`config.mk`:
```
export PLATFORM = sky130hd
export DESIGN_NAME = chipset_shadow_ram_config_regs_top_flat
export DESIGN_NICKNAME = d
export VERILOG_FILES = /design/src/hdl/cssr_pkg.sv /design/src/hdl/cssr_if.sv /design/src/hdl/cssr_regs.sv /design/src/hdl/cssr_route.sv /design/src/hdl/chipset_shadow_ram_config_regs_top.sv /design/src/flat_wrapper.sv
export SDC_FILE = /design/constraint.sdc
export NUM_CORES = 1
export LEC_CHECK = 0
export CORE_ASPECT_RATIO = 1.75
export CORE_MARGIN = 2
export CORE_UTILIZATION = 55
export DETAILED_ROUTE_END_ITERATION = 12
export DONT_BUFFER_PORTS = 1
export GPL_ROUTABILITY_DRIVEN = 0
export HOLD_SLACK_MARGIN = 0.08
export PLACE_DENSITY = 0.8
export SLEW_MARGIN = 10
export SYNTH_ARGS = -nofsm -noshare
export SYNTH_HDL_FRONTEND = slang
export SYNTH_HIERARCHICAL = 1
export SYNTH_SLANG_ARGS = --single-unit
```
`constraint.sdc`:
```
create_clock -name clk -period 3 [get_ports clk]
set_input_delay 0.3 -clock clk [delete_from_list [all_inputs] [get_ports clk]]
set_output_delay 0.3 -clock clk [all_outputs]
set_load 0.02 [all_outputs]
```
`src/hdl/cssr_pkg.sv`:
```
// Shared constants, types and tables of the shadow RAM configuration block.
package cssr_pkg;

  localparam logic [1:0] OP_IO_READ  = 2'd0;
  localparam logic [1:0] OP_IO_WRITE = 2'd1;
  localparam logic [1:0] OP_QUERY    = 2'd2;

  localparam logic [15:0] PORT_INDEX = 16'h0022;
  localparam logic [15:0] PORT_DATA  = 16'h0024;

  localparam int REG_COUNT = 13;
  localparam logic [3:0] REG_LAST = 4'hc;
  localparam logic [3:0] REG_BANK = 4'h2;

  // Offsets of the bytes that steer routing (index minus 0x20)
  localparam logic [3:0] OFS_E_CTL   = 4'h4;
  localparam logic [3:0] OFS_D_CTL   = 4'h5;
  localparam logic [3:0] OFS_C_CTL   = 4'h6;
  localparam logic [3:0] OFS_F_CTL   = 4'h3;
  localparam logic [3:0] OFS_PROTECT = 4'h7;

  localparam logic [1:0] ROUTE_INTERNAL = 2'd0;
  localparam logic [1:0] ROUTE_EXTERNAL = 2'd1;
  localparam logic [1:0] ROUTE_DISABLED = 2'd2;

  localparam logic [7:0] READ_FLOAT = 8'hff;

  typedef struct packed {
    logic [7:0] c_ctl;
    logic [7:0] d_ctl;
    logic [7:0] e_ctl;
    logic [7:0] f_ctl;
    logic [7:0] protect;
  } route_cfg_t;

  typedef struct packed {
    logic       read_route;
    logic [1:0] write_route;
    logic       region_covered;
  } route_t;

  function automatic logic [7:0] write_mask(input logic [3:0] ofs);
    case (ofs)
      4'h0:    write_mask = 8'h3f;
      4'h1:    write_mask = 8'hf3;
      4'h9:    write_mask = 8'h0f;
      default: write_mask = 8'hff;
    endcase
  endfunction

  function automatic logic [7:0] reset_value(input logic [3:0] ofs);
    case (ofs)
      4'h2:    reset_value = 8'hf0;
      4'h3:    reset_value = 8'h40;
      4'h8:    reset_value = 8'h08;
      4'h9:    reset_value = 8'ha0;
      default: reset_value = 8'h00;
    endcase
  endfunction

endpackage

```
`src/hdl/cssr_if.sv`:
```
// Request and response channel interfaces of the shadow RAM configuration block.
interface cssr_req_if;
  logic        valid;
  logic        ready;
  logic [1:0]  operation;
  logic [15:0] io_port;
  logic [7:0]  write_data;
  logic [19:0] mem_address;

  modport source(output valid, operation, io_port, write_data, mem_address, input ready);
  modport sink(input valid, operation, io_port, write_data, mem_address, output ready);
endinterface

interface cssr_rsp_if;
  logic       valid;
  logic       ready;
  logic [7:0] read_data;
  logic       read_route;
  logic [1:0] write_route;
  logic       region_covered;

  modport source(output valid, read_data, read_route, write_route, region_covered,
                 input ready);
  modport sink(input valid, read_data, read_route, write_route, region_covered,
               output ready);
endinterface

```
`src/hdl/cssr_regs.sv`:
```
// Index register and configuration byte file with masked writes.
module cssr_regs (
  input  logic                   clk,
  input  logic                   rst,
  input  logic                   wr_en,
  input  logic [15:0]            port,
  input  logic [7:0]             data,
  output logic [7:0]             rd_byte,
  output cssr_pkg::route_cfg_t   route_cfg
);

  logic [7:0] index_register;
  logic [7:0] config_bytes [cssr_pkg::REG_COUNT];
  logic [3:0] offset;
  logic       idx_ok;

  assign offset = index_register[3:0];
  assign idx_ok = (index_register[7:4] == cssr_pkg::REG_BANK) &&
                  (offset <= cssr_pkg::REG_LAST);

  always_ff @(posedge clk) begin
    if (rst) begin
      index_register <= 8'h00;
      for (int i = 0; i < cssr_pkg::REG_COUNT; i++) begin
        config_bytes[i] <= cssr_pkg::reset_value(4'(i));
      end
    end else if (wr_en) begin
      if (port == cssr_pkg::PORT_INDEX) begin
        index_register <= data;
      end else if (port == cssr_pkg::PORT_DATA && idx_ok) begin
        config_bytes[offset] <= data & cssr_pkg::write_mask(offset);
      end
    end
  end

  // unimplemented indices read as zero
  assign rd_byte = idx_ok ? config_bytes[offset] : 8'h00;

  assign route_cfg.c_ctl   = config_bytes[cssr_pkg::OFS_C_CTL];
  assign route_cfg.d_ctl   = config_bytes[cssr_pkg::OFS_D_CTL];
  assign route_cfg.e_ctl   = config_bytes[cssr_pkg::OFS_E_CTL];
  assign route_cfg.f_ctl   = config_bytes[cssr_pkg::OFS_F_CTL];
  assign route_cfg.protect = config_bytes[cssr_pkg::OFS_PROTECT];

endmodule

```
`src/hdl/cssr_route.sv`:
```
// Shadow segment decode: read and write routing for an upper-memory address.
module cssr_route (
  input  logic [19:0]          address,
  input  cssr_pkg::route_cfg_t route_cfg,
  output cssr_pkg::route_t     route
);

  logic       covered;
  logic       top_seg;
  logic [1:0] bank;
  logic [1:0] seg;
  logic [7:0] ctl;

  assign covered = (address[19:18] == 2'b11);
  assign top_seg = (address[19:16] == 4'hf);
  assign bank    = address[17:16];
  assign seg     = address[15:14];

  always_comb begin
    case (bank)
      2'd0:    ctl = route_cfg.c_ctl;
      2'd1:    ctl = route_cfg.d_ctl;
      default: ctl = route_cfg.e_ctl;
    endcase
  end

  always_comb begin
    route = '0;
    if (covered) begin
      route.region_covered = 1'b1;
      if (top_seg) begin
        route.read_route  = route_cfg.f_ctl[6];
        route.write_route = route_cfg.protect[7] ? cssr_pkg::ROUTE_DISABLED
                                                 : cssr_pkg::ROUTE_INTERNAL;
      end else begin
        // high nibble enables internal reads, low nibble internal writes
        route.read_route = ~ctl[{1'b1, seg}];
        if (route_cfg.protect[{1'b1, bank}]) begin
          route.write_route = cssr_pkg::ROUTE_DISABLED;
        end else begin
          route.write_route = ctl[{1'b0, seg}] ? cssr_pkg::ROUTE_INTERNAL
                                               : cssr_pkg::ROUTE_EXTERNAL;
        end
      end
    end
  end

endmodule

```
`src/hdl/chipset_shadow_ram_config_regs_top.sv`:
```
// Top level of the shadow RAM configuration block.
//
// req carries one word per bus access or routing query: operation 0 reads an
// I/O port, 1 writes one, 2 asks how a memory address is routed. Port 0x22
// loads the index, port 0x24 reads or writes the indexed configuration byte
// (0x20..0x2c); other ports read as 0xff and ignore writes.
// rsp returns exactly one word per request: read_data for I/O reads, or the
// read route, write route and coverage flag for queries; unused fields are 0.
// rsp.valid rises in the cycle after acceptance; one word per cycle is sustained
// while rsp is not stalled, through the single result register after decode.
// Register writes take effect at acceptance, so the next word sees them.
// A stalled rsp holds its word; req.ready stays high while the result register
// is empty or is being drained in the same cycle.
// Reset clears the index, loads the configuration defaults and empties the
// result register; no clearing pass is needed.
module chipset_shadow_ram_config_regs_top (
  input logic       clk,
  input logic       rst,
  cssr_req_if.sink  req,
  cssr_rsp_if.source rsp
);

  logic                 accept;
  logic                 wr_en;
  logic [7:0]           rd_byte;
  cssr_pkg::route_cfg_t route_cfg;
  cssr_pkg::route_t     route;
  logic [7:0]           read_data_next;
  cssr_pkg::route_t     route_next;

  assign req.ready = ~rsp.valid | rsp.ready;
  assign accept    = req.valid & req.ready;
  assign wr_en     = accept && (req.operation == cssr_pkg::OP_IO_WRITE);

  cssr_regs u_regs (
    .clk       (clk),
    .rst       (rst),
    .wr_en     (wr_en),
    .port      (req.io_port),
    .data      (req.write_data),
    .rd_byte   (rd_byte),
    .route_cfg (route_cfg)
  );

  cssr_route u_route (
    .address   (req.mem_address),
    .route_cfg (route_cfg),
    .route     (route)
  );

  always_comb begin
    read_data_next = 8'h00;
    route_next     = '0;
    case (req.operation)
      cssr_pkg::OP_IO_READ: begin
        read_data_next = (req.io_port == cssr_pkg::PORT_DATA) ? rd_byte
                                                              : cssr_pkg::READ_FLOAT;
      end
      cssr_pkg::OP_QUERY: begin
        route_next = route;
      end
      default: begin
        read_data_next = 8'h00;
      end
    endcase
  end

  always_ff @(posedge clk) begin
    if (rst) begin
      rsp.valid <= 1'b0;
    end else if (req.ready) begin
      rsp.valid <= req.valid;
    end
  end

  // hold the word while the receiver stalls
  always_ff @(posedge clk) begin
    if (accept) begin
      rsp.read_data      <= read_data_next;
      rsp.read_route     <= route_next.read_route;
      rsp.write_route    <= route_next.write_route;
      rsp.region_covered <= route_next.region_covered;
    end
  end

endmodule

```
`src/flat_wrapper.sv`:
```
// flat-port wrapper written by rule: the top's interface ports become plain ports
module chipset_shadow_ram_config_regs_top_flat 
  (clk, rst, req_valid, req_operation, req_io_port, req_write_data, req_mem_address, req_ready, rsp_valid, rsp_read_data, rsp_read_route, rsp_write_route, rsp_region_covered, rsp_ready);
  cssr_req_if req_i ();
  cssr_rsp_if rsp_i ();
  input logic clk;
  input logic rst;
  input wire logic [$bits(req_i.valid)-1:0] req_valid;
  input wire logic [$bits(req_i.operation)-1:0] req_operation;
  input wire logic [$bits(req_i.io_port)-1:0] req_io_port;
  input wire logic [$bits(req_i.write_data)-1:0] req_write_data;
  input wire logic [$bits(req_i.mem_address)-1:0] req_mem_address;
  output wire logic [$bits(req_i.ready)-1:0] req_ready;
  output wire logic [$bits(rsp_i.valid)-1:0] rsp_valid;
  output wire logic [$bits(rsp_i.read_data)-1:0] rsp_read_data;
  output wire logic [$bits(rsp_i.read_route)-1:0] rsp_read_route;
  output wire logic [$bits(rsp_i.write_route)-1:0] rsp_write_route;
  output wire logic [$bits(rsp_i.region_covered)-1:0] rsp_region_covered;
  input wire logic [$bits(rsp_i.ready)-1:0] rsp_ready;
  assign req_i.valid = req_valid;
  assign req_i.operation = req_operation;
  assign req_i.io_port = req_io_port;
  assign req_i.write_data = req_write_data;
  assign req_i.mem_address = req_mem_address;
  assign req_ready = req_i.ready;
  assign rsp_valid = rsp_i.valid;
  assign rsp_read_data = rsp_i.read_data;
  assign rsp_read_route = rsp_i.read_route;
  assign rsp_write_route = rsp_i.write_route;
  assign rsp_region_covered = rsp_i.region_covered;
  assign rsp_i.ready = rsp_ready;
  chipset_shadow_ram_config_regs_top u_core (.clk(clk), .rst(rst), .req(req_i), .rsp(rsp_i));
endmodule
```
; After elaboration in Yosys (flattened, before gate mapping)
; Memory sizes are Yosys's and may differ from the RTL's. A register that Yosys moved wholly into a read port is not among the register bits.
; Index checks and enable logic that the tools add are counted.
[totals]
mem_bits_rw = 104
output_inout_bits = 14
inputBits = 50
reg_bits = 21
n_memories = 1
wordCells = 71
[classes]
n_reduce_logical = 9
mux = 36
n_bitwise = 5
n_eq_ne = 10
magnitude_cmp = 4
[mem_list]
columns = name, depth, word_bits, read_ports, rd_clocked_by_memory_dff, wr, line
row1 = u_core.u_regs.config_bytes, 13, 8, 6, 1, 13, cssr_regs.sv:13  ; logic [7:0] config_bytes [cssr_pkg::REG_COUNT];
[ops]
columns = cell, count
row1 = 8-bit 2-to-1 mux, 12
row2 = "16-bit by 6-bit equality test with 1-bit output, second input constant", 2
row3 = 8-bit one-hot mux with 3 select lines, 1
row4 = 8-bit one-hot mux with 2 select lines, 1
row5 = 1-bit 2-to-1 mux, 13
row6 = 4-bit 2-to-1 mux, 3
row7 = 8-bit bitwise AND, 1
row8 = "4-bit equality test, second input constant", 2
row9 = "3-bit by 4-bit < comparator with 1-bit output, second input constant", 2
row10 = 8-bit OR reduction, 1
row11 = 1-bit binary-select mux with 2-bit select, 3
row12 = "2-bit by 1-bit equality test with 1-bit output, second input constant", 2
row13 = "2-bit equality test, second input constant", 2
row14 = "4-bit by 1-bit equality test with 1-bit output, second input constant", 1
row15 = "4-bit by 2-bit equality test with 1-bit output, second input constant", 1
row16 = "4-bit <= comparator, second input constant", 1
row17 = 2-bit zero test, 2
row18 = 4-bit zero test, 1
row19 = "2-bit by 4-bit < comparator with 1-bit output, second input constant", 1
row20 = 2-bit 2-to-1 mux, 2
row21 = 2-bit AND reduction, 2
row22 = 1-bit logical AND, 3
row23 = 3-bit 2-to-1 mux, 1
row24 = 1-bit NOT, 2
row25 = 2 further kinds, 2

; Logic depth before layout (Yosys ltp)
[depth]
ltp_word = 10
ltp_mapped = 10
depth_no_buf = 7

; Modules after synthesis
; Netlist, hierarchy kept.
[modules_own_cells]
columns = module, area_each_um2, cells_per_inst, n_inst
row1 = cssr_regs, 6368.6, 424, 1
row2 = chipset_shadow_ram_config_regs_top, 581.8, 37, 1
row3 = cssr_route, 315.3, 36, 1

; Worst setup path after synthesis
; OpenSTA, ideal clock, no wires.
[synth_timing]
kind = register to register
start = reg u_core.rsp.valid
end = mem u_core.u_regs.config_bytes[1][0], enable pin
required_time_ps = 2625
n_path_buf = 2
setup_slack_ps = 134
path_stages_with_launch = 10
t_arrival_ps = 2491
synth_period_minus_slack_ps = 2866
cell_sequence = dfxtp_1 -> nand2b_1 -> and2_1 -> and3b_1 -> nor4b_1 -> and4_1 -> buf_2 -> nand2_2 -> buf_1 -> o21bai_1
[synth_lines]
columns = item, line
row1 = "start, declared", cssr_if.sv:22  ; modport source(output valid, read_data, read_route, write_route, region_covered,
row2 = "end, declared", cssr_regs.sv:13

==> summary.md <==
| Metric | Value |
|---|---|
| Post-DRT Antenna Nets | 0 |
| FF-to-FF Start | u_core/rsp.valid$_SDFFE_PP0P_ |
| Iteration-0 DRC count of the detailed router | ~500 |
| Main synth FF type | edfxtp_1 |
| Critical path class | reg -> reg |
| DRT Wirelength | 18.05 mm |
| Clock Skews | roughly 0.009 ns |
| Met2 GRT Util | between 50% and 60% |
| DR pass1 iterations | 8 |
| Vias in the first global route | a little under 5,000 |
| Fin crit share | 93.74% |
| XOR/XNOR Fraction of Synth Area | less than 1% |
| DRC Markers | 0 |
| Min-Delay Startpoint | rst |
| Reg2reg path depth | 7 |
| Port bufs | 0 |
| Synth Cell Area | slightly above 0.007 sq mm |
| DIE AREA | 0.01418 sq mm |
| Dominant cells by area after synthesis | edfxtp_1, mux4_2, mux2i_1 |
| Mapped Cells | 497 |
| Core area | 0.01294 sq mm |
| Pre-CTS setup slack | between 0.2 and 0.25 ns |
| Post-synth ARST share | 0% |
| Post-synth EDFFs | 140 |
| Status | completed |
| RSZ-0062 raised after global routing | false |
| Synth area leader | edfxtp_1 |
| CP Capture Type | flop |
| Worst VDD drop | roughly 0.00038 V |
| Area grow syn2layout | 14.12% |
| Fin Setup TNS | 0 ns |
| Post-layout min period | roughly 2.8 ns |
| Setup Viol. Count Final | 0 |
| P_leak | between 2 and 3 nW |
| #FFs+latches synth | ~150 |
| Post-DP HPWL | ~13 mm |
| Highest clock rate | ~360 MHz |
| Final #Nets | 584 |
| Hold Slack | just over 0.1 ns |
| Vias | about 4,600 |
| Overall routing resource usage | 27.07% |
| Die Ht | around 160 um |
| CTS root buf | clkbuf_16 |
| Most common cell after layout, fill and taps aside | edfxtp_1 |
| Global route hottest layer | met2 |
| CTS Buf Count | 17 |
| CP startpoint kind | flop |
| Worst-case clock buffer depth | 2 |
| Crit path max fanout | 18 |
| # IOs | 64 |
| Worst-Skew Late Latency | around 0.42 ns |
| Post-Synth Adder-Cell Area | 0% |
| Largest family of logic cells by synthesized area | multiplexers |
| First-pass GRT wire length | ~28 mm |
| Wire per inst | ~25 um |
| Cell Pwr Density | just under 600 mW/mm^2 |
| Antenna violations before repair | 0 |
| Seq/Total Area, Yosys | between 60% and 70% |
| Mean number of vias per cell | roughly 6.5 |
| Power, Total | roughly 0.005 W |
| Final WS setup | around 0.19 ns |
| Worst Tran Pin Value | slightly below 1 ns |
| CP required | approximately 3.0 ns |
| MaxCap Viol Count | 0 |
| Simple-Gate Fraction of Synth Area | roughly 15% |
| CTS tree | built |
| Postcts setup bufs | 0 |
| Distinct cells, synth | 54 |
| Clock Sinks | between 150 and 200 |
| Post-synthesis mux area share | between 10% and 20% |
| CTS clock-pin slew for the worst setup and hold paths | ~0.06 ns |
| End-of-flow core utilization | between 60 and 70% |
| Area of the multi-input gates | about 0.0027 sq mm |
| Register area | approximately 0.0045 sq mm |
| Min-Delay Path Class | in -> reg |
| Post-synth top area share | ~58% |
| Remaining Overflow, GRT | 0 |
| Compound-cell area share of the yosys netlist | between 4 and 5% |
| Syn. warnings | 6 |
| Critical path arrival | about 2.9 ns |
| Die Width | 90.89 um |
| Worst setup path start | u_core/rsp.valid$_SDFFE_PP0P_ |
| Initial Utilization | 56.16% |
| Antenna Cells | 0 |
| Max-slew violation count | 0 |
| H-tree depth | 4 |
| Met1 usage | 26.67% |
| Largest net degree at the start of global routing | 33 |
| # rows | 55 |
| Syn_area_per_cell | ~15 sq um |
| Global Route met3 Usage | between 6 and 7% |
| Final hold violations | 0 |
| Slew headroom | 34.59% |
| Share of layout cells above drive strength 1 | roughly a fifth |
| WHS Path Cells | 2 |
| Most frequent cells in the layout | edfxtp_1, nor3_1, mux4_2 |
| Fillers | ~930 |
-- path summary, 6_finish.rpt --
kind / slack (ns) / endpoint
worst min register to register: 0.49 / u_core/u_regs/index_register[5]$_SDFFE_PP0N_
worst max-delay path: 0.19 / u_core/u_regs/config_bytes[6][2]$_SDFFCE_PN0P_
worst min-delay path: 0.10 / flop
worst max register to register: 0.19 / u_core/u_regs/config_bytes[6][2]$_SDFFCE_PN0P_
-- per-stage QoR --
| stage | cell area [sq um] | std cells |
|---|---|---|
| 5_1_grt | 8292 | 717 |
| 3_5_place_dp | 7577 | 678 |
| 6_report | 8292 | 717 |
| 3_3_place_gp | 7577 | 678 |
| 2_1_floorplan | 7375 | 526 |
| 4_1_cts | 8288 | 717 |
-- layer usage --
layer  part of all wire (%)  vias up  routed length (um)
met5                      0        -                   0
met4                    5.5        0                 999
met3                    6.9       83                1243
met2                     57      292               10200
met1                     31     2289                5604
li1                       -     1977                   -
-- cell usage after synthesis, types with 2 or more instances --
master and instances:
a21boi_0 2, a21o_1 2, a21oi_1 2, and2_1 7, and3b_1 2, and4_1 23
buf_1 4, buf_2 17, buf_6 3, clkbuf_1 15, dfxtp_1 13, edfxtp_1 140
inv_1 7, mux2_1 2, mux2_2 2, mux2i_1 27, mux4_2 36, nand2_1 23
nand2b_1 18, nand3_1 4, nand4_1 2, nand4b_1 2, nor2_1 34, nor2b_1 5
nor3_1 38, nor4_1 4, nor4_2 3, nor4b_1 2, nor4b_2 2, o21a_1 10
o21ai_0 3, o21bai_1 12, o22ai_1 8, or2b_1 2, or3_1 2
-- critical path, cell delays in order (launching register included) --
cell and delay, ns:
dfxtp_1 0.37, nand2b_1 0.11, and2_1 0.14, and3b_1 0.15, nor4b_1 0.23, and4_1 0.29
nand2_2 0.26, o21bai_1 0.87
-- timing repair --
action | CTS | global route
endpoints found under the hold margin | 18 | 0
hold buffers | 8 | 0
endpoints found under the setup margin | 0 | 8
resized for setup | 0 | 1
-- flip-flops by register name, indices dropped and copies added (netlist names), named ones only --
register,cells
u_core/rsp.region_covered,1
u_core/rsp.read_route,1
u_core/u_regs/index_register,8
u_core/rsp.read_data,8
u_core/rsp.valid,1
u_core/u_regs/config_bytes,128
u_core/rsp.write_route,2
-- kinds of logic after synthesis --
kind of cell    Yosys count
xor+xnor                  1
simple gates            181
flops                   153
other cells               1
buf+inv                  49
mux                      67
compound gates           45
-- power by group --
group          switching (W)  leakage [nW]  total [W]  internal (W)
Clock               0.000822         0.305    0.00229       0.00147
Sequential         0.0000516          1.48    0.00247       0.00242
Combinational      0.0000970         0.927   0.000178     0.0000815
-- final cells by class --
cell class | count | share of cell area [%]
inverter | 8 | 0.3923
sequential | 153 | 53.86
tap | 171 | 2.580
clock buffer | 19 | 5.221
clock inverter | 12 | 2.384
timing repair buffer | 30 | 3.259
multi-input combinational | 324 | 32.31
(Power assumes the default switching activity.)
